$ cat src/tlcs_pkg.sv
// Shared types, codes and constants of the tuner link control sequencer.
package tlcs_pkg;

    // Default count of DiSEqC slots walked per tune
    localparam int DISEQC_SLOTS_DEF = 4;

    // Configuration register indexes
    localparam int          CFG_IDX_W          = 3;
    localparam int          CFG_DATA_W         = 32;
    localparam logic [2:0]  CFG_CONNECT_ENABLE = 3'd0;
    localparam logic [2:0]  CFG_CLIENT_IP      = 3'd1;
    localparam logic [2:0]  CFG_CLIENT_PORT    = 3'd2;
    localparam logic [2:0]  CFG_PILOT_SETTING  = 3'd3;
    localparam logic [2:0]  CFG_DISEQC_TYPES   = 3'd4;

    // Event codes
    localparam logic [1:0] MODE_TICK  = 2'd0;
    localparam logic [1:0] MODE_START = 2'd1;
    localparam logic [1:0] MODE_STOP  = 2'd2;
    localparam logic [1:0] MODE_LOAD  = 2'd3;

    // Response kinds
    localparam logic [3:0] RESP_CONNECT    = 4'd0;
    localparam logic [3:0] RESP_DISCONNECT = 4'd1;
    localparam logic [3:0] RESP_STOP       = 4'd2;
    localparam logic [3:0] RESP_FILTER     = 4'd3;
    localparam logic [3:0] RESP_STATUS     = 4'd4;
    localparam logic [3:0] RESP_TONE       = 4'd5;
    localparam logic [3:0] RESP_VOLTAGE    = 4'd6;
    localparam logic [3:0] RESP_FRONTEND   = 4'd7;
    localparam logic [3:0] RESP_START      = 4'd8;
    localparam logic [3:0] RESP_MASTER     = 4'd9;
    localparam logic [3:0] RESP_BURST      = 4'd10;

    // Request kinds
    localparam logic [3:0] REQ_CONNECT    = 4'd0;
    localparam logic [3:0] REQ_DISCONNECT = 4'd1;
    localparam logic [3:0] REQ_STOP       = 4'd2;
    localparam logic [3:0] REQ_SETFILT    = 4'd3;
    localparam logic [3:0] REQ_STATUS     = 4'd4;
    localparam logic [3:0] REQ_RSTFILT    = 4'd5;
    localparam logic [3:0] REQ_PREPTONE   = 4'd6;
    localparam logic [3:0] REQ_VOLTAGE    = 4'd7;
    localparam logic [3:0] REQ_TONE       = 4'd8;
    localparam logic [3:0] REQ_FRONTEND   = 4'd9;
    localparam logic [3:0] REQ_START      = 4'd10;
    localparam logic [3:0] REQ_MASTER     = 4'd11;
    localparam logic [3:0] REQ_BURST      = 4'd12;

    // DiSEqC slot types
    localparam logic [1:0] DTYPE_END    = 2'd0;
    localparam logic [1:0] DTYPE_MASTER = 2'd1;
    localparam logic [1:0] DTYPE_BURST  = 2'd2;

    // Pilot setting that asks for automatic detection
    localparam logic [1:0] PILOT_AUTO = 2'd2;

    // Flag bit positions
    localparam int FB_DO_TUNE   = 0;
    localparam int FB_STOP      = 1;
    localparam int FB_TUNED     = 2;
    localparam int FB_TRY_PILOT = 3;
    localparam int FB_HAVE_TUNE = 4;
    localparam int FB_SELECT    = 5;

    // Retry budgets and wait loads
    localparam logic [5:0] RETRY_NORMAL = 6'd10;
    localparam logic [5:0] RETRY_FILTER = 6'd50;
    localparam logic [5:0] RETRY_LOCKED = 6'd5;
    localparam logic [9:0] WAIT_FILTER  = 10'd5;
    localparam logic [9:0] WAIT_IDLE    = 10'd100;
    localparam logic [9:0] WAIT_LOCK    = 10'd1000;

    // Lock bit of the status word
    localparam int STATUS_LOCK_BIT = 4;

    typedef enum logic [4:0] {
        ST_DISC       = 5'd0,
        ST_SENT_CONN  = 5'd1,
        ST_CONN       = 5'd2,
        ST_SENT_DISC  = 5'd3,
        ST_SENT_STOP  = 5'd4,
        ST_SENT_FILT  = 5'd5,
        ST_SENT_STAT  = 5'd6,
        ST_SENT_RSTF  = 5'd7,
        ST_SENT_PREP  = 5'd8,
        ST_SENT_VOLT  = 5'd9,
        ST_DISEQC     = 5'd10,
        ST_SENT_MAST  = 5'd11,
        ST_SENT_BURST = 5'd12,
        ST_SENT_TONE  = 5'd13,
        ST_SENT_FE    = 5'd14,
        ST_SENT_START = 5'd15,
        ST_TUNING     = 5'd16,
        ST_ERROR      = 5'd17
    } t_state;

    typedef struct packed {
        logic        connect_enable;
        logic [31:0] client_ip;
        logic [15:0] client_port;
        logic [1:0]  pilot_setting;
        logic [7:0]  diseqc_types;
    } t_cfg;

    typedef struct packed {
        logic [1:0]  mode;
        logic        pids_changed;
        logic        resp_valid;
        logic [3:0]  resp_for;
        logic        resp_bad;
        logic [15:0] resp_status;
        logic        send_ok;
    } t_item;

    typedef struct packed {
        logic       req_valid;
        logic [3:0] req_kind;
        logic       req_pilot;
        logic [1:0] req_slot;
        logic       reset_link;
        logic [4:0] link_state;
        logic       tuned;
    } t_result;

endpackage

$ cat src/tlcs_if.sv
// Channel interfaces: event items, result items and configuration writes.
interface tlcs_item_if;
    logic        valid;
    logic        ready;
    logic [1:0]  mode;
    logic        pids_changed;
    logic        resp_valid;
    logic [3:0]  resp_for;
    logic        resp_bad;
    logic [15:0] resp_status;
    logic        send_ok;

    modport source (output valid, mode, pids_changed, resp_valid, resp_for, resp_bad,
                    resp_status, send_ok, input ready);
    modport sink   (input valid, mode, pids_changed, resp_valid, resp_for, resp_bad,
                    resp_status, send_ok, output ready);
endinterface

interface tlcs_result_if;
    logic       valid;
    logic       ready;
    logic       req_valid;
    logic [3:0] req_kind;
    logic       req_pilot;
    logic [1:0] req_slot;
    logic       reset_link;
    logic [4:0] link_state;
    logic       tuned;

    modport source (output valid, req_valid, req_kind, req_pilot, req_slot, reset_link,
                    link_state, tuned, input ready);
    modport sink   (input valid, req_valid, req_kind, req_pilot, req_slot, reset_link,
                    link_state, tuned, output ready);
endinterface

interface tlcs_cfg_if;
    logic        valid;
    logic        ready;
    logic [2:0]  index;
    logic [31:0] data;

    modport source (output valid, index, data, input ready);
    modport sink   (input valid, index, data, output ready);
endinterface

$ cat src/tlcs_cfg.sv
// Configuration register file of the sequencer.
module tlcs_cfg (
    input  logic           i_clk,
    input  logic           i_rst_n,
    tlcs_cfg_if.sink       i_cfg,
    output tlcs_pkg::t_cfg o_cfg
);
    import tlcs_pkg::*;

    t_cfg r_cfg;
    logic wr;

    assign i_cfg.ready = 1'b1;
    assign wr          = i_cfg.valid && i_cfg.ready;
    assign o_cfg       = r_cfg;

    // Register write decode
    always_ff @(posedge i_clk) begin
        if (!i_rst_n) begin
            r_cfg <= '0;
        end else if (wr) begin
            unique case (i_cfg.index)
                CFG_CONNECT_ENABLE: r_cfg.connect_enable <= i_cfg.data[0];
                CFG_CLIENT_IP:      r_cfg.client_ip      <= i_cfg.data;
                CFG_CLIENT_PORT:    r_cfg.client_port    <= i_cfg.data[15:0];
                CFG_PILOT_SETTING:  r_cfg.pilot_setting  <= i_cfg.data[1:0];
                CFG_DISEQC_TYPES:   r_cfg.diseqc_types   <= i_cfg.data[7:0];
                default: begin
                end
            endcase
        end
    end

endmodule

$ cat src/tlcs_fsm.sv
// Link state machine: state, counters and flags, updated once per item.
module tlcs_fsm #(
    parameter int DISEQC_SLOTS = tlcs_pkg::DISEQC_SLOTS_DEF
) (
    input  logic              i_clk,
    input  logic              i_rst_n,
    input  logic              i_fire,
    input  tlcs_pkg::t_item   i_item,
    input  tlcs_pkg::t_cfg    i_cfg,
    output tlcs_pkg::t_result o_result
);
    import tlcs_pkg::*;

    localparam int SW = $clog2(DISEQC_SLOTS + 1);
    localparam logic [SW-1:0] SLOT_END = SW'(DISEQC_SLOTS);

    t_state        r_state, n_state;
    logic [5:0]    r_retry, n_retry;
    logic [9:0]    r_wait, n_wait;
    logic [SW-1:0] r_slot, n_slot;
    logic [5:0]    r_flags, n_flags;
    logic [1:0]    r_pilot, n_pilot;
    t_result       res;
    logic          do_tick;
    logic          live;
    logic          have_ip;
    logic [7:0]    slot8;
    logic [1:0]    dtype;

    function automatic logic got(t_item it, logic [3:0] kind);
        return it.resp_valid && !it.resp_bad && (it.resp_for == kind);
    endfunction

    assign have_ip = i_cfg.client_ip[31:24] != 8'd0;
    assign slot8   = 8'(r_slot);
    assign dtype   = (slot8 < 8'd4) ? i_cfg.diseqc_types[{slot8[1:0], 1'b0} +: 2] : DTYPE_END;

    // State registers
    always_ff @(posedge i_clk) begin
        if (!i_rst_n) begin
            r_state <= ST_DISC;
            r_retry <= '0;
            r_wait  <= '0;
            r_slot  <= '0;
            r_flags <= '0;
            r_pilot <= '0;
        end else if (i_fire) begin
            r_state <= n_state;
            r_retry <= n_retry;
            r_wait  <= n_wait;
            r_slot  <= n_slot;
            r_flags <= n_flags;
            r_pilot <= n_pilot;
        end
    end

    // Event handling, then one tick of the sequencer where the event calls for it
    always_comb begin
        n_state = r_state;
        n_retry = r_retry;
        n_wait  = r_wait;
        n_slot  = r_slot;
        n_flags = r_flags;
        n_pilot = r_pilot;
        res     = '0;
        do_tick = 1'b0;
        live    = (r_state != ST_DISC) && (r_state != ST_SENT_DISC);

        if (i_item.pids_changed) n_flags[FB_SELECT] = 1'b1;

        case (i_item.mode)
            MODE_TICK: do_tick = 1'b1;
            MODE_START: begin
                if (n_flags[FB_HAVE_TUNE]) begin
                    n_flags[FB_DO_TUNE] = 1'b1;
                    n_flags[FB_STOP]    = 1'b0;
                    if (live) begin
                        n_state = ST_CONN;
                        do_tick = 1'b1;
                    end
                end
            end
            MODE_STOP: begin
                n_flags[FB_DO_TUNE]   = 1'b0;
                n_flags[FB_HAVE_TUNE] = 1'b0;
                n_flags[FB_STOP]      = 1'b1;
                if (live) n_state = ST_CONN;
                do_tick = 1'b1;
            end
            default: begin
                n_flags[FB_HAVE_TUNE] = 1'b1;
                n_pilot               = i_cfg.pilot_setting;
            end
        endcase

        if (do_tick) begin
            unique case (n_state)
                ST_CONN: begin
                    if (!i_cfg.connect_enable) begin
                        if (have_ip) begin
                            res.req_valid = 1'b1;
                            res.req_kind  = REQ_DISCONNECT;
                        end
                        if (have_ip && i_item.send_ok) begin
                            n_state = ST_SENT_DISC;
                            n_retry = RETRY_NORMAL;
                        end else n_state = ST_ERROR;
                    end else if (n_flags[FB_DO_TUNE] || n_flags[FB_STOP]) begin
                        res.req_valid = 1'b1;
                        res.req_kind  = REQ_STOP;
                        if (i_item.send_ok) begin
                            n_state = ST_SENT_STOP;
                            n_retry = RETRY_NORMAL;
                        end else n_state = ST_ERROR;
                    end else if (n_flags[FB_SELECT]) begin
                        n_flags[FB_SELECT] = 1'b0;
                        res.req_valid      = 1'b1;
                        res.req_kind       = REQ_SETFILT;
                        if (i_item.send_ok) begin
                            n_state = ST_SENT_FILT;
                            n_retry = RETRY_FILTER;
                        end else n_state = ST_ERROR;
                    end else if (n_wait != '0) begin
                        n_wait = n_wait - 10'd1;
                    end else begin
                        res.req_valid = 1'b1;
                        res.req_kind  = REQ_STATUS;
                        if (i_item.send_ok) begin
                            n_state = ST_SENT_STAT;
                            n_retry = RETRY_NORMAL;
                        end else n_state = ST_ERROR;
                    end
                end
                ST_DISC: begin
                    if (i_cfg.connect_enable) begin
                        if (have_ip) begin
                            res.req_valid = 1'b1;
                            res.req_kind  = REQ_CONNECT;
                        end
                        if (have_ip && i_item.send_ok) begin
                            n_state = ST_SENT_CONN;
                            n_retry = RETRY_NORMAL;
                        end else n_state = ST_ERROR;
                    end
                end
                ST_DISEQC: begin
                    if (n_slot >= SLOT_END) begin
                        if (n_flags[FB_HAVE_TUNE]) begin
                            res.req_valid = 1'b1;
                            res.req_kind  = REQ_TONE;
                        end
                        if (n_flags[FB_HAVE_TUNE] && i_item.send_ok) begin
                            n_state = ST_SENT_TONE;
                            n_retry = RETRY_NORMAL;
                        end else n_state = ST_ERROR;
                    end else if (!n_flags[FB_HAVE_TUNE]) begin
                        n_state = ST_ERROR;
                    end else if (dtype == DTYPE_END) begin
                        n_slot = SLOT_END;
                    end else if (dtype == DTYPE_MASTER || dtype == DTYPE_BURST) begin
                        res.req_valid = 1'b1;
                        res.req_kind  = (dtype == DTYPE_MASTER) ? REQ_MASTER : REQ_BURST;
                        if (i_item.send_ok) begin
                            res.req_slot = slot8[1:0];
                            n_state = (dtype == DTYPE_MASTER) ? ST_SENT_MAST : ST_SENT_BURST;
                            n_retry = RETRY_NORMAL;
                            n_slot  = n_slot + SW'(1);
                        end else n_state = ST_ERROR;
                    end else begin
                        n_state = ST_ERROR;
                    end
                end
                ST_ERROR: begin
                    res.reset_link = 1'b1;
                    n_state        = ST_DISC;
                end
                ST_SENT_CONN: begin
                    if (got(i_item, RESP_CONNECT)) begin
                        if (n_flags[FB_HAVE_TUNE]) n_flags[FB_DO_TUNE] = 1'b1;
                        n_state = ST_CONN;
                    end else if (n_retry != '0) n_retry = n_retry - 6'd1;
                    else n_state = ST_ERROR;
                end
                ST_SENT_DISC: begin
                    n_state = got(i_item, RESP_DISCONNECT) ? ST_DISC : ST_ERROR;
                end
                ST_SENT_BURST, ST_SENT_MAST: begin
                    if (got(i_item, (n_state == ST_SENT_BURST) ? RESP_BURST : RESP_MASTER))
                        n_state = ST_DISEQC;
                    else if (n_retry != '0) n_retry = n_retry - 6'd1;
                    else n_state = ST_ERROR;
                end
                ST_SENT_STAT: begin
                    if (got(i_item, RESP_STATUS)) begin
                        n_state = ST_CONN;
                        n_wait  = WAIT_IDLE;
                    end else if (n_retry != '0) n_retry = n_retry - 6'd1;
                    else n_state = ST_ERROR;
                end
                ST_SENT_PREP: begin
                    if (got(i_item, RESP_TONE)) begin
                        if (n_flags[FB_HAVE_TUNE]) begin
                            res.req_valid = 1'b1;
                            res.req_kind  = REQ_VOLTAGE;
                        end
                        if (n_flags[FB_HAVE_TUNE] && i_item.send_ok) begin
                            n_state = ST_SENT_VOLT;
                            n_retry = RETRY_NORMAL;
                        end else n_state = ST_ERROR;
                    end else if (n_retry != '0) n_retry = n_retry - 6'd1;
                    else n_state = ST_ERROR;
                end
                ST_SENT_RSTF: begin
                    if (got(i_item, RESP_FILTER)) begin
                        if (n_flags[FB_HAVE_TUNE]) begin
                            res.req_valid = 1'b1;
                            res.req_kind  = REQ_PREPTONE;
                        end
                        if (n_flags[FB_HAVE_TUNE] && i_item.send_ok) begin
                            n_state = ST_SENT_PREP;
                            n_retry = RETRY_NORMAL;
                        end else n_state = ST_ERROR;
                    end else if (n_retry != '0) n_retry = n_retry - 6'd1;
                    else n_state = ST_ERROR;
                end
                ST_SENT_FILT: begin
                    if (got(i_item, RESP_FILTER)) begin
                        n_state = ST_CONN;
                        n_wait  = WAIT_FILTER;
                    end else if (n_retry != '0) n_retry = n_retry - 6'd1;
                    else n_state = ST_ERROR;
                end
                ST_SENT_FE: begin
                    if (got(i_item, RESP_FRONTEND)) begin
                        if (have_ip && i_cfg.client_port != '0) begin
                            res.req_valid = 1'b1;
                            res.req_kind  = REQ_START;
                        end
                        if (have_ip && i_cfg.client_port != '0 && i_item.send_ok) begin
                            n_state = ST_SENT_START;
                            n_retry = RETRY_NORMAL;
                        end else n_state = ST_ERROR;
                    end else if (n_retry != '0) n_retry = n_retry - 6'd1;
                    else n_state = ST_ERROR;
                end
                ST_SENT_TONE: begin
                    if (got(i_item, RESP_TONE)) begin
                        if (!n_flags[FB_HAVE_TUNE]) begin
                            n_state = ST_ERROR;
                        end else begin
                            // automatic pilot: first try without pilots
                            n_flags[FB_TRY_PILOT] = (n_pilot == PILOT_AUTO);
                            res.req_pilot = n_pilot[0];
                            res.req_valid = 1'b1;
                            res.req_kind  = REQ_FRONTEND;
                            if (i_item.send_ok) begin
                                n_state = ST_SENT_FE;
                                n_retry = RETRY_NORMAL;
                            end else n_state = ST_ERROR;
                        end
                    end else if (n_retry != '0) n_retry = n_retry - 6'd1;
                    else n_state = ST_ERROR;
                end
                ST_SENT_VOLT: begin
                    if (got(i_item, RESP_VOLTAGE)) begin
                        n_state = ST_DISEQC;
                        n_slot  = '0;
                    end else if (n_retry != '0) n_retry = n_retry - 6'd1;
                    else n_state = ST_ERROR;
                end
                ST_SENT_START: begin
                    if (got(i_item, RESP_START)) begin
                        res.req_valid = 1'b1;
                        res.req_kind  = REQ_STATUS;
                        if (i_item.send_ok) begin
                            n_state = ST_TUNING;
                            n_retry = RETRY_NORMAL;
                            n_wait  = WAIT_LOCK;
                        end else n_state = ST_ERROR;
                    end else if (n_retry != '0) n_retry = n_retry - 6'd1;
                    else n_state = ST_ERROR;
                end
                ST_SENT_STOP: begin
                    if (got(i_item, RESP_STOP)) begin
                        n_flags[FB_STOP]  = 1'b0;
                        n_flags[FB_TUNED] = 1'b0;
                        if (n_flags[FB_DO_TUNE]) begin
                            n_flags[FB_DO_TUNE] = 1'b0;
                            res.req_valid       = 1'b1;
                            res.req_kind        = REQ_RSTFILT;
                            if (i_item.send_ok) begin
                                n_state = ST_SENT_RSTF;
                                n_retry = RETRY_NORMAL;
                            end else n_state = ST_ERROR;
                        end else begin
                            n_state = ST_CONN;
                            n_wait  = WAIT_IDLE;
                        end
                    end else if (n_retry != '0) n_retry = n_retry - 6'd1;
                    else n_state = ST_ERROR;
                end
                ST_TUNING: begin
                    if (!got(i_item, RESP_STATUS)) begin
                        if (n_retry != '0) n_retry = n_retry - 6'd1;
                        else n_state = ST_ERROR;
                    end else if (i_item.resp_status[STATUS_LOCK_BIT]) begin
                        n_flags[FB_TUNED]  = 1'b1;
                        n_flags[FB_SELECT] = 1'b1;
                        res.req_valid      = 1'b1;
                        res.req_kind       = REQ_STATUS;
                        if (i_item.send_ok) begin
                            n_state = ST_SENT_STAT;
                            n_retry = RETRY_LOCKED;
                        end else n_state = ST_ERROR;
                    end else if (n_wait != '0) begin
                        n_wait        = n_wait - 10'd1;
                        res.req_valid = 1'b1;
                        res.req_kind  = REQ_STATUS;
                        if (i_item.send_ok) n_retry = RETRY_NORMAL;
                        else n_state = ST_ERROR;
                    end else if (n_flags[FB_TRY_PILOT] && n_flags[FB_HAVE_TUNE]) begin
                        // no lock without pilots: retune with pilots on
                        n_pilot               = 2'd1;
                        n_flags[FB_TRY_PILOT] = 1'b0;
                        res.req_pilot         = 1'b1;
                        res.req_valid         = 1'b1;
                        res.req_kind          = REQ_FRONTEND;
                        if (i_item.send_ok) begin
                            n_state = ST_SENT_FE;
                            n_retry = RETRY_NORMAL;
                        end else n_state = ST_ERROR;
                    end else begin
                        n_state = ST_ERROR;
                    end
                end
                default: n_state = ST_ERROR;
            endcase
        end

        res.link_state = n_state;
        res.tuned      = n_flags[FB_TUNED];
    end

    assign o_result = res;

`ifndef SYNTH
    a_error_recovers: assert property (@(posedge i_clk) disable iff (!i_rst_n)
        i_fire && r_state == ST_ERROR && i_item.mode == MODE_TICK |=> r_state == ST_DISC)
        else $error("error state did not return to disconnected");
    a_retry_bound: assert property (@(posedge i_clk) disable iff (!i_rst_n)
        r_retry <= RETRY_FILTER)
        else $error("retry counter above its largest load");
    a_wait_bound: assert property (@(posedge i_clk) disable iff (!i_rst_n)
        r_wait <= WAIT_LOCK)
        else $error("wait counter above its largest load");
    a_slot_bound: assert property (@(posedge i_clk) disable iff (!i_rst_n)
        r_slot <= SLOT_END)
        else $error("slot index past the slot count");
    a_reset_alone: assert property (@(posedge i_clk) disable iff (!i_rst_n)
        res.reset_link |-> !res.req_valid && res.link_state == ST_DISC)
        else $error("link reset issued together with a request");
`endif

endmodule

$ cat src/tuner_link_control_sequencer.sv
// Top level of the tuner link control sequencer: item register, state machine, result register.
//
//  channel   | dir | handshake      | payload
//  ----------+-----+----------------+-------------------------------------------------
//  i_item    | in  | valid / ready  | mode, pids_changed, resp_*, send_ok
//  o_result  | out | valid / ready  | req_valid, req_kind, req_pilot, req_slot,
//            |     |                | reset_link, link_state, tuned
//  i_cfg     | in  | valid / ready  | index, data (ready always high)
//
// An item is captured in the input register, runs through the combinational state machine and
// lands in the result register. One item per cycle is sustained unless the result stalls;
// the state update sits in the single state machine step.
// Reset is synchronous and active low; the link starts disconnected, state and config registers zero.
// A stalled result holds the result register; an empty input register still takes one more item.
module tuner_link_control_sequencer #(
    parameter int DISEQC_SLOTS = tlcs_pkg::DISEQC_SLOTS_DEF
) (
    input  logic        i_clk,
    input  logic        i_rst_n,
    tlcs_item_if.sink   i_item,
    tlcs_result_if.source o_result,
    tlcs_cfg_if.sink    i_cfg
);
    import tlcs_pkg::*;

    t_item   r_item;
    logic    r_item_vld;
    t_result r_res;
    logic    r_res_vld;
    t_cfg    cfg;
    t_result step_res;
    logic    advance;
    logic    take;

    // Configuration registers
    tlcs_cfg u_cfg (
        .i_clk   (i_clk),
        .i_rst_n (i_rst_n),
        .i_cfg   (i_cfg),
        .o_cfg   (cfg)
    );

    // Sequencer step
    tlcs_fsm #(
        .DISEQC_SLOTS (DISEQC_SLOTS)
    ) u_fsm (
        .i_clk    (i_clk),
        .i_rst_n  (i_rst_n),
        .i_fire   (advance),
        .i_item   (r_item),
        .i_cfg    (cfg),
        .o_result (step_res)
    );

    // Handshake control
    assign advance      = r_item_vld && (!r_res_vld || o_result.ready);
    assign i_item.ready = !r_item_vld || advance;
    assign take         = i_item.valid && i_item.ready;

    // Input register
    always_ff @(posedge i_clk) begin
        if (!i_rst_n) begin
            r_item_vld <= 1'b0;
        end else if (i_item.ready) begin
            r_item_vld <= i_item.valid;
        end
    end

    always_ff @(posedge i_clk) begin
        if (take) begin
            r_item.mode         <= i_item.mode;
            r_item.pids_changed <= i_item.pids_changed;
            r_item.resp_valid   <= i_item.resp_valid;
            r_item.resp_for     <= i_item.resp_for;
            r_item.resp_bad     <= i_item.resp_bad;
            r_item.resp_status  <= i_item.resp_status;
            r_item.send_ok      <= i_item.send_ok;
        end
    end

    // Result register
    always_ff @(posedge i_clk) begin
        if (!i_rst_n) begin
            r_res_vld <= 1'b0;
        end else if (advance) begin
            r_res_vld <= 1'b1;
        end else if (o_result.ready) begin
            r_res_vld <= 1'b0;
        end
    end

    always_ff @(posedge i_clk) begin
        if (advance) begin
            r_res <= step_res;
        end
    end

    assign o_result.valid      = r_res_vld;
    assign o_result.req_valid  = r_res.req_valid;
    assign o_result.req_kind   = r_res.req_kind;
    assign o_result.req_pilot  = r_res.req_pilot;
    assign o_result.req_slot   = r_res.req_slot;
    assign o_result.reset_link = r_res.reset_link;
    assign o_result.link_state = r_res.link_state;
    assign o_result.tuned      = r_res.tuned;

endmodule

$ cat src/flat_wrapper.sv
// flat-port wrapper written by rule: the top's interface ports become plain ports
module tuner_link_control_sequencer_flat import tlcs_pkg::*;
#(
    parameter int DISEQC_SLOTS = tlcs_pkg::DISEQC_SLOTS_DEF
)
  (i_clk, i_rst_n, i_item_valid, i_item_mode, i_item_pids_changed, i_item_resp_valid, i_item_resp_for, i_item_resp_bad, i_item_resp_status, i_item_send_ok, i_item_ready, o_result_valid, o_result_req_valid, o_result_req_kind, o_result_req_pilot, o_result_req_slot, o_result_reset_link, o_result_link_state, o_result_tuned, o_result_ready, i_cfg_valid, i_cfg_index, i_cfg_data, i_cfg_ready);
  tlcs_item_if i_item_i ();
  tlcs_result_if o_result_i ();
  tlcs_cfg_if i_cfg_i ();
  input  logic i_clk;
  input  logic i_rst_n;
  input wire logic [$bits(i_item_i.valid)-1:0] i_item_valid;
  input wire logic [$bits(i_item_i.mode)-1:0] i_item_mode;
  input wire logic [$bits(i_item_i.pids_changed)-1:0] i_item_pids_changed;
  input wire logic [$bits(i_item_i.resp_valid)-1:0] i_item_resp_valid;
  input wire logic [$bits(i_item_i.resp_for)-1:0] i_item_resp_for;
  input wire logic [$bits(i_item_i.resp_bad)-1:0] i_item_resp_bad;
  input wire logic [$bits(i_item_i.resp_status)-1:0] i_item_resp_status;
  input wire logic [$bits(i_item_i.send_ok)-1:0] i_item_send_ok;
  output wire logic [$bits(i_item_i.ready)-1:0] i_item_ready;
  output wire logic [$bits(o_result_i.valid)-1:0] o_result_valid;
  output wire logic [$bits(o_result_i.req_valid)-1:0] o_result_req_valid;
  output wire logic [$bits(o_result_i.req_kind)-1:0] o_result_req_kind;
  output wire logic [$bits(o_result_i.req_pilot)-1:0] o_result_req_pilot;
  output wire logic [$bits(o_result_i.req_slot)-1:0] o_result_req_slot;
  output wire logic [$bits(o_result_i.reset_link)-1:0] o_result_reset_link;
  output wire logic [$bits(o_result_i.link_state)-1:0] o_result_link_state;
  output wire logic [$bits(o_result_i.tuned)-1:0] o_result_tuned;
  input wire logic [$bits(o_result_i.ready)-1:0] o_result_ready;
  input wire logic [$bits(i_cfg_i.valid)-1:0] i_cfg_valid;
  input wire logic [$bits(i_cfg_i.index)-1:0] i_cfg_index;
  input wire logic [$bits(i_cfg_i.data)-1:0] i_cfg_data;
  output wire logic [$bits(i_cfg_i.ready)-1:0] i_cfg_ready;
  assign i_item_i.valid = i_item_valid;
  assign i_item_i.mode = i_item_mode;
  assign i_item_i.pids_changed = i_item_pids_changed;
  assign i_item_i.resp_valid = i_item_resp_valid;
  assign i_item_i.resp_for = i_item_resp_for;
  assign i_item_i.resp_bad = i_item_resp_bad;
  assign i_item_i.resp_status = i_item_resp_status;
  assign i_item_i.send_ok = i_item_send_ok;
  assign i_item_ready = i_item_i.ready;
  assign o_result_valid = o_result_i.valid;
  assign o_result_req_valid = o_result_i.req_valid;
  assign o_result_req_kind = o_result_i.req_kind;
  assign o_result_req_pilot = o_result_i.req_pilot;
  assign o_result_req_slot = o_result_i.req_slot;
  assign o_result_reset_link = o_result_i.reset_link;
  assign o_result_link_state = o_result_i.link_state;
  assign o_result_tuned = o_result_i.tuned;
  assign o_result_i.ready = o_result_ready;
  assign i_cfg_i.valid = i_cfg_valid;
  assign i_cfg_i.index = i_cfg_index;
  assign i_cfg_i.data = i_cfg_data;
  assign i_cfg_ready = i_cfg_i.ready;
  tuner_link_control_sequencer #(.DISEQC_SLOTS(DISEQC_SLOTS)) u_core (.i_clk(i_clk), .i_rst_n(i_rst_n), .i_item(i_item_i), .o_result(o_result_i), .i_cfg(i_cfg_i));
endmodule
$ cat config.mk
export PLATFORM = sky130hd
export DESIGN_NAME = tuner_link_control_sequencer_flat
export DESIGN_NICKNAME = d
export VERILOG_FILES = /design/src/tlcs_pkg.sv /design/src/tlcs_if.sv /design/src/tlcs_cfg.sv /design/src/tlcs_fsm.sv /design/src/tuner_link_control_sequencer.sv /design/src/flat_wrapper.sv
export SDC_FILE = /design/constraint.sdc
export NUM_CORES = 1
export LEC_CHECK = 0
export ABC_AREA = 0
export BUFFER_PORTS_ARGS = -buffer_cell sky130_fd_sc_hd__buf_2
export CAP_MARGIN = 0
export CORE_ASPECT_RATIO = 0.8
export CORE_MARGIN = 2
export CORE_UTILIZATION = 47
export CTS_BUF_LIST = sky130_fd_sc_hd__clkbuf_8
export CTS_CLUSTER_DIAMETER = 80
export DETAILED_ROUTE_END_ITERATION = 7
export PLACE_DENSITY_LB_ADDON = 0.08
export SLEW_MARGIN = 20
export SYNTH_ARGS = -nofsm -noshare
export SYNTH_HDL_FRONTEND = slang
export SYNTH_SLANG_ARGS = --single-unit
$ cat constraint.sdc
create_clock -name i_clk -period 5.5 [get_ports i_clk]
set_input_delay 1.1 -clock i_clk [delete_from_list [all_inputs] [get_ports i_clk]]
set_output_delay 1.1 -clock i_clk [all_outputs]
set_load 0.01 [all_outputs]
# --- Word level (Yosys, flattened, before mapping) ---
# Cells that the tools add are included.
word_totals:
  n_memories: 0
  mem_bits_rw: 0
  out_inout_bits: 18
  latch_bits: 0
  rom_bits: 0
  register_bits: 123
classes:
  n_lt_le_gt_ge: 2
  n_eq_ne: 72
  div_mod_pow: 0
  bitwise: 5
  shifts: 1
  n_addsub: 3
  multipliers: 0
  mux: 174
  reduce_logical: 55
op_table:
  columns: ["cell", "count"]
  rows:
  - ["5-bit two-way mux", 67]
  - ["6-bit two-way mux", 37]
  - ["10-bit two-way mux", 12]
  - ["6-bit one-hot mux with 15 select lines", 1]
  - ["5-bit one-hot mux with 17 select lines", 1]
  - ["10-bit one-hot mux with 6 select lines", 1]
  - ["5-bit one-hot mux with 10 select lines", 1]
  - ["2-bit != test, second input constant", 21]
  - ["5-bit by 4-bit equality test with 1-bit output, second input constant", 8]
  - ["3-bit two-way mux", 10]
  - ["1-bit two-way mux", 23]
  - ["2-bit two-way mux", 11]
  - ["3-bit != test, second input constant", 7]
  - ["5-bit by 3-bit equality test with 1-bit output, second input constant", 4]
  - ["1-bit logical AND", 19]
  - ["19-bit AND reduction", 1]
  - ["4-bit by 3-bit equality test with 1-bit output, second input constant", 4]
  - ["16-bit nonzero test", 1]
  - ["15-bit nonzero test", 1]
  - ["1-bit one-hot mux with 2 select lines", 7]
  - ["14-bit AND reduction", 1]
  - ["6-bit nonzero test", 2]
  - ["5-bit by 2-bit equality test with 1-bit output, second input constant", 2]
  - ["5-bit equality test, second input constant", 2]
  - ["42 further kinds", 68]

# --- Depth between registers and ports, before layout ---
depth:
  ltp_word: 12
  depth_mapped: 15

# --- Cells and area by module ---
# Synthesis repeated with hierarchy kept, for this count alone.
hier_totals:
  cells_unflattened: 995
  area_unflattened_um2: 8481.9
modules_own_cells:
  columns: ["module", "n_inst", "cells_each", "area_per_inst_um2", "seq_area_each_um2"]
  rows:
  - ["tlcs_fsm", 1, 712, 4829.6, 640.6]
  - ["tlcs_cfg", 1, 233, 2317.2, 1181.1]
  - ["tuner_link_control_sequencer", 1, 50, 1335.0, 1271.2]

# --- Least setup slack after synthesis ---
# Ideal clock, no wire load.
synth_path:
  path_type: "register to register"
  start: "register u_core.r_item[25] (netlist bit)"
  end: "register u_core.u_fsm.r_wait[3]"
  period_less_slack_ns: 3.221
  setup_slack_ns: 2.279
  required_time_ns: 5.381
  setup_time_ns: 0.119
  t_arrival_ns: 3.102
  stages_incl_launch_ff: 14
  path_cell_list: "edfxtp_1 > inv_1 > ha_1 > buf_2 > or3b_2 > nand2_1 > clkbuf_1 > nor4_1 > a22o_1 > nor2_1 > o2111ai_1 > buf_2 > a21oi_1 > o221a_2"
synth_via:
  elab_chain_cells: 5
  elab_cells_between_ends: 28
  classes_between: "eq/ne (19); mux (4); reduce/logical (5)"
synth_lines:
  columns: ["item", "line_no", "text"]
  rows:
  - ["start: declaration", "tuner_link_control_sequencer.sv:26", "t_item r_item;"]
  - ["2-bit equality test or 2-bit by 1-bit equality test with 1-bit output (tied branches)", "tlcs_fsm.sv:71", "case (i_item.mode)"]
  - ["5-bit one-hot mux with 2 select lines or 2-bit one-hot mux with 2 select lines (tied branches)", "tlcs_fsm.sv:71", null]
  - ["5-bit equality test, or another cell as far along", "tlcs_fsm.sv:97", "unique case (n_state)"]
  - ["6-bit nonzero test (no source line), or another cell as far along", null, null]
  - ["14-bit AND reduction (no source line)", null, null]
  - ["end signal: assignment", "tlcs_fsm.sv:50", "r_wait <= n_wait;"]
  - ["end: declaration", "tlcs_fsm.sv:19", "logic [9:0] r_wait, n_wait;"]
# Parallel ways exist; a longest one is shown, timed or not.
# A chain may end at the register's enable or synchronous reset.

==> summary.md <==
| Metric | Value |
|---|---|
| Finish-stage setup viols | 0 |
| Sequential share of power | 50.3% |
| Logic pwr share | around a fifth |
| CTS clk-pin slew, worst paths | 100 ps |
| Post-route DRC | 0 |
| Initial antenna violation count | 0 |
| P_int | 1.00 mW |
| RePlAce Congestion | 1.09 |
| Diodes inserted | 0 |
| Yosys top cell by area | dfxtp_1 |
| Main synth FF type | dfxtp_1 |
| Crit path capture type | flip-flop |
| H-Tree Depth | 3 |
| Total number of vias | 7802 |
| Net Switching | a little over 0.5 mW |
| Max Transition Viols Final | 0 |
| Clock share of power | 30.2% |
| Dpl cells | 1104 |
| Final nets | 1011 |
| Async set-reset flop share out of synthesis | 0% |
| # Max-Cap Violations | 0 |
| Num CTS Buffers | 9 |
| Yosys reg bits | 95 |
| First-pass GRT wire length | 41200 um |
| R2R Path Start | u_core.r_item[25] |
| Hold WS | ~460 ps |
| Arrival time worst endpoint | 4840 ps |
| Leak Pwr | 2.62 nW |
| Critical-path maximum fanout | 13 |
| Pre-CTS setup slack | 1210 ps |
| TritonRoute pass-1 iters | 8 |
| CTS Sinks | 95 |
| CTS resizes | 0 |
| Share of cells above drive strength 1 | between 10 and 15% |
| Synth Area per Inst | 7.68 um2 |
| Port Buffers | 59 |
| Core region area | 14300 um2 |
| Layout area overhead | 8.67% |
| Post-Syn Area | 6950 um2 |
| Hold path depth | 2 |
| Setup crit start kind | flip-flop |
| Fin. Hold Viols | 0 |
| Syn nets | 985 |
| Cells after Synth | 905 |
| Vias in the first global route | between 7k and 8k |
| Total grt overflow | 0 |
| Fin cells | 1120 |
| Worst hold path class | reg -> reg |
| Chip height | 113 um |
| Fmax | approximately 220 MHz |
| Worst Max-Slew Pin Slew | 1190 ps |
| Register area share after synthesis | 31.1% |
| Worst min-delay path startpoint | u_core.u_cfg.o_cfg[25] |
| Root Buffer | clkbuf_8 |
| Post-place instance area | roughly 7400 um2 |
| Die Area | 15800 um2 |
| Post-DR wirelength/cell | 23.7 um |
| Final Skew | 24.7 ps |
| CTS max path bufs | 2 |
| Top cells by area, synth | dfxtp_1, edfxtp_1, nand2_1 |
| CP Data Required Time | ~6000 ps |
| Netlist cell types | 90 |
| Post-route worst setup slack | roughly 1000 ps |
| Cell count of the worst reg-to-reg path | 10 |
| Total power | 1.51 mW |
| Clock Latency Late Sink | 400 ps |
| Fin crit share | 81.6% |
| Crit-path max cell delay | 910 ps |
| Setup bufs post-CTS | 0 |
| Final instance area | between 7000 and 8000 um2 |
| DRT antenna net count | 0 |
| Post-synth EDFFs | 26 |
| 1st-iter DRT viols | 1197 |
| CTS hold repair buffers | 0 |
| Crit path time final | 4490 ps |
| Share of the synthesized area in the top cell type | 19.9% |
| Sink of the worst hold path | u_core.u_cfg.o_cfg[25] |
| RSZ-0062 raised after global routing | no |
| Total negative slack | 0 ps |
| Setup Crit Path Kind | reg -> reg |
| Core Util, Final | a little over half |
| Worst R2R Setup Slack | 1010 ps |
| Synth top cells by count | nand2_1, nor2_1, a21oi_1 |
| Width of the die | 140 um |
| Vias per inst | approximately 7 |
| Sw frac | 33.7% |
| HPWL Detailed | 19600 um |
| Overall track demand over capacity in global routing | ~33% |
| Critical path's slowest cell | a21boi_1 |
| Crit-path cells | inv_1 -> ha_1 -> nand2b_1 -> a21boi_1 -> nand4_1 -> o21ai_0 -> o22ai_1 -> a41oi_1 -> o41a_1 -> a31o_1 |
| Worst slew margin | 20.3% |
| Synth Warn # | 0 |
| Number of placed I/O pins | 84 |
| CTS tree | built |
| Maximum vdd drop | 0.140 mV |
| Power Dens Cells | 200 nW/um2 |
| Starting Density | about 48% |
| Drt total wl | between 20000 and 30000 um |
| Rows | 39 |
| Pin count of the biggest net entering global routing | 55 |
| Fillers | 1367 |
| Most common cell in the synthesized netlist | nand2_1 |
| R2R Path End | u_core.u_fsm.r_state[0] |
| Status | completed |
==> routing by layer <==
layer  routed length [um]  track usage, %  part of all wire, %  vias up
li1                     -               -                    -     3476
met1                11500            48.0                   43     3686
met2                10600            47.3                   40      541
met3                 3470            10.5                   13       99
met4                  972            11.9                  3.7        0
met5                    0               0                    0        -
==> sequential cells by signal (all words and copies together) (netlist names), 4 cells and up <==
register,flops
u_core.u_fsm.r_state,5
u_core.u_fsm.r_flags,6
u_core.o_result.link_state,5
u_core.u_fsm.r_retry,6
u_core.u_fsm.r_wait,10
u_core.u_cfg.o_cfg,35
u_core.r_item,11
u_core.o_result.req_kind,4
==> cell families (layout without fill, tap and decap cells) <==
| family | Yosys count | after routing | share of synthesized area [%] |
|---|---|---|---|
| buf+inv | 91 | 122 | 5.34 |
| compound gates | 316 | 316 | 31.7 |
| flops | 95 | 95 | 31.1 |
| mux | 22 | 22 | 3.20 |
| other cells | 1 | 1 | 0.0539 |
| xor+xnor | 2 | 2 | 0.252 |
| simple gates | 364 | 364 | 25.8 |
| fa+ha+maj | 14 | 14 | 2.52 |
==> power by group through the flow <==
stage          clock network [mW]  logic [mW]  registers (mW)
4_1_cts                     0.470       0.281           0.758
3_3_place_gp                    0       0.277           0.772
5_1_grt                     0.495       0.313           0.762
2_1_floorplan                   0       0.186           0.766
3_5_place_dp                    0       0.280           0.774
6_report                    0.455       0.294           0.759
==> worst max path at each step <==
| stage | startpoint | to | slack, ps | depth (start not counted) |
|---|---|---|---|---|
| finish | u_core.r_item[25] | u_core.u_fsm.r_state[0] | 1010 | 10 |
| global placement | u_core.r_item[25] | u_core.u_fsm.r_wait[3] | 1350 | 11 |
| detailed placement | u_core.r_item[25] | u_core.u_fsm.r_wait[3] | 1210 | 11 |
| global route | u_core.r_item[25] | u_core.u_fsm.r_wait[2] | 760 | 11 |
| floorplan | u_core.r_item[25] | u_core.u_fsm.r_wait[3] | 2280 | 13 |
| CTS | u_core.r_item[25] | u_core.u_fsm.r_pilot[0] | 1160 | 10 |
==> cell usage in the layout, fill, tap and decap left out, types with 8 or more instances in the layout <==
cell,netlist,routed
nor2_1,90,90
o211ai_1,15,15
edfxtp_1,26,26
a221oi_1,8,8
buf_2,6,59
a211oi_1,18,18
nand3_1,24,24
clkbuf_8,0,9
mux2i_1,20,20
or2_2,8,8
o32ai_1,11,11
dfxtp_1,69,69
inv_1,22,23
o21ai_0,49,49
a21oi_1,87,87
and2_1,9,9
a31oi_1,13,13
nor2b_1,10,10
buf_4,2,24
nand2_1,117,117
o31ai_1,12,12
nor4_1,16,16
and3_1,8,8
o22ai_1,9,9
nand4_1,15,15
nor3b_1,9,9
nor3_1,19,19
ha_1,14,14
==> critical path: cells and delay by family (launching register included) <==
family / cells / cell delay [ps]
buf+inv: 1 / 120
compound gates: 6 / 2500
fa+ha+maj: 1 / 280
simple gates: 2 / 1030
flops: 1 / 500
==> layout make-up <==
| class | count | area, um2 | area share (%) |
|---|---|---|---|
| Timing Repair Buffer | 83 | 475 | 6.29 |
| Tap cell | 184 | 230 | 3.05 |
| Clock inverter | 7 | 55.1 | 0.729 |
| Multi-Input combinational cell | 719 | 4420 | 58.5 |
| Clock buffer | 9 | 124 | 1.64 |
| Inverter | 23 | 86.3 | 1.14 |
| Sequential cell | 95 | 2160 | 28.6 |
No activity file was read; power rests on OpenSTA's default activity.
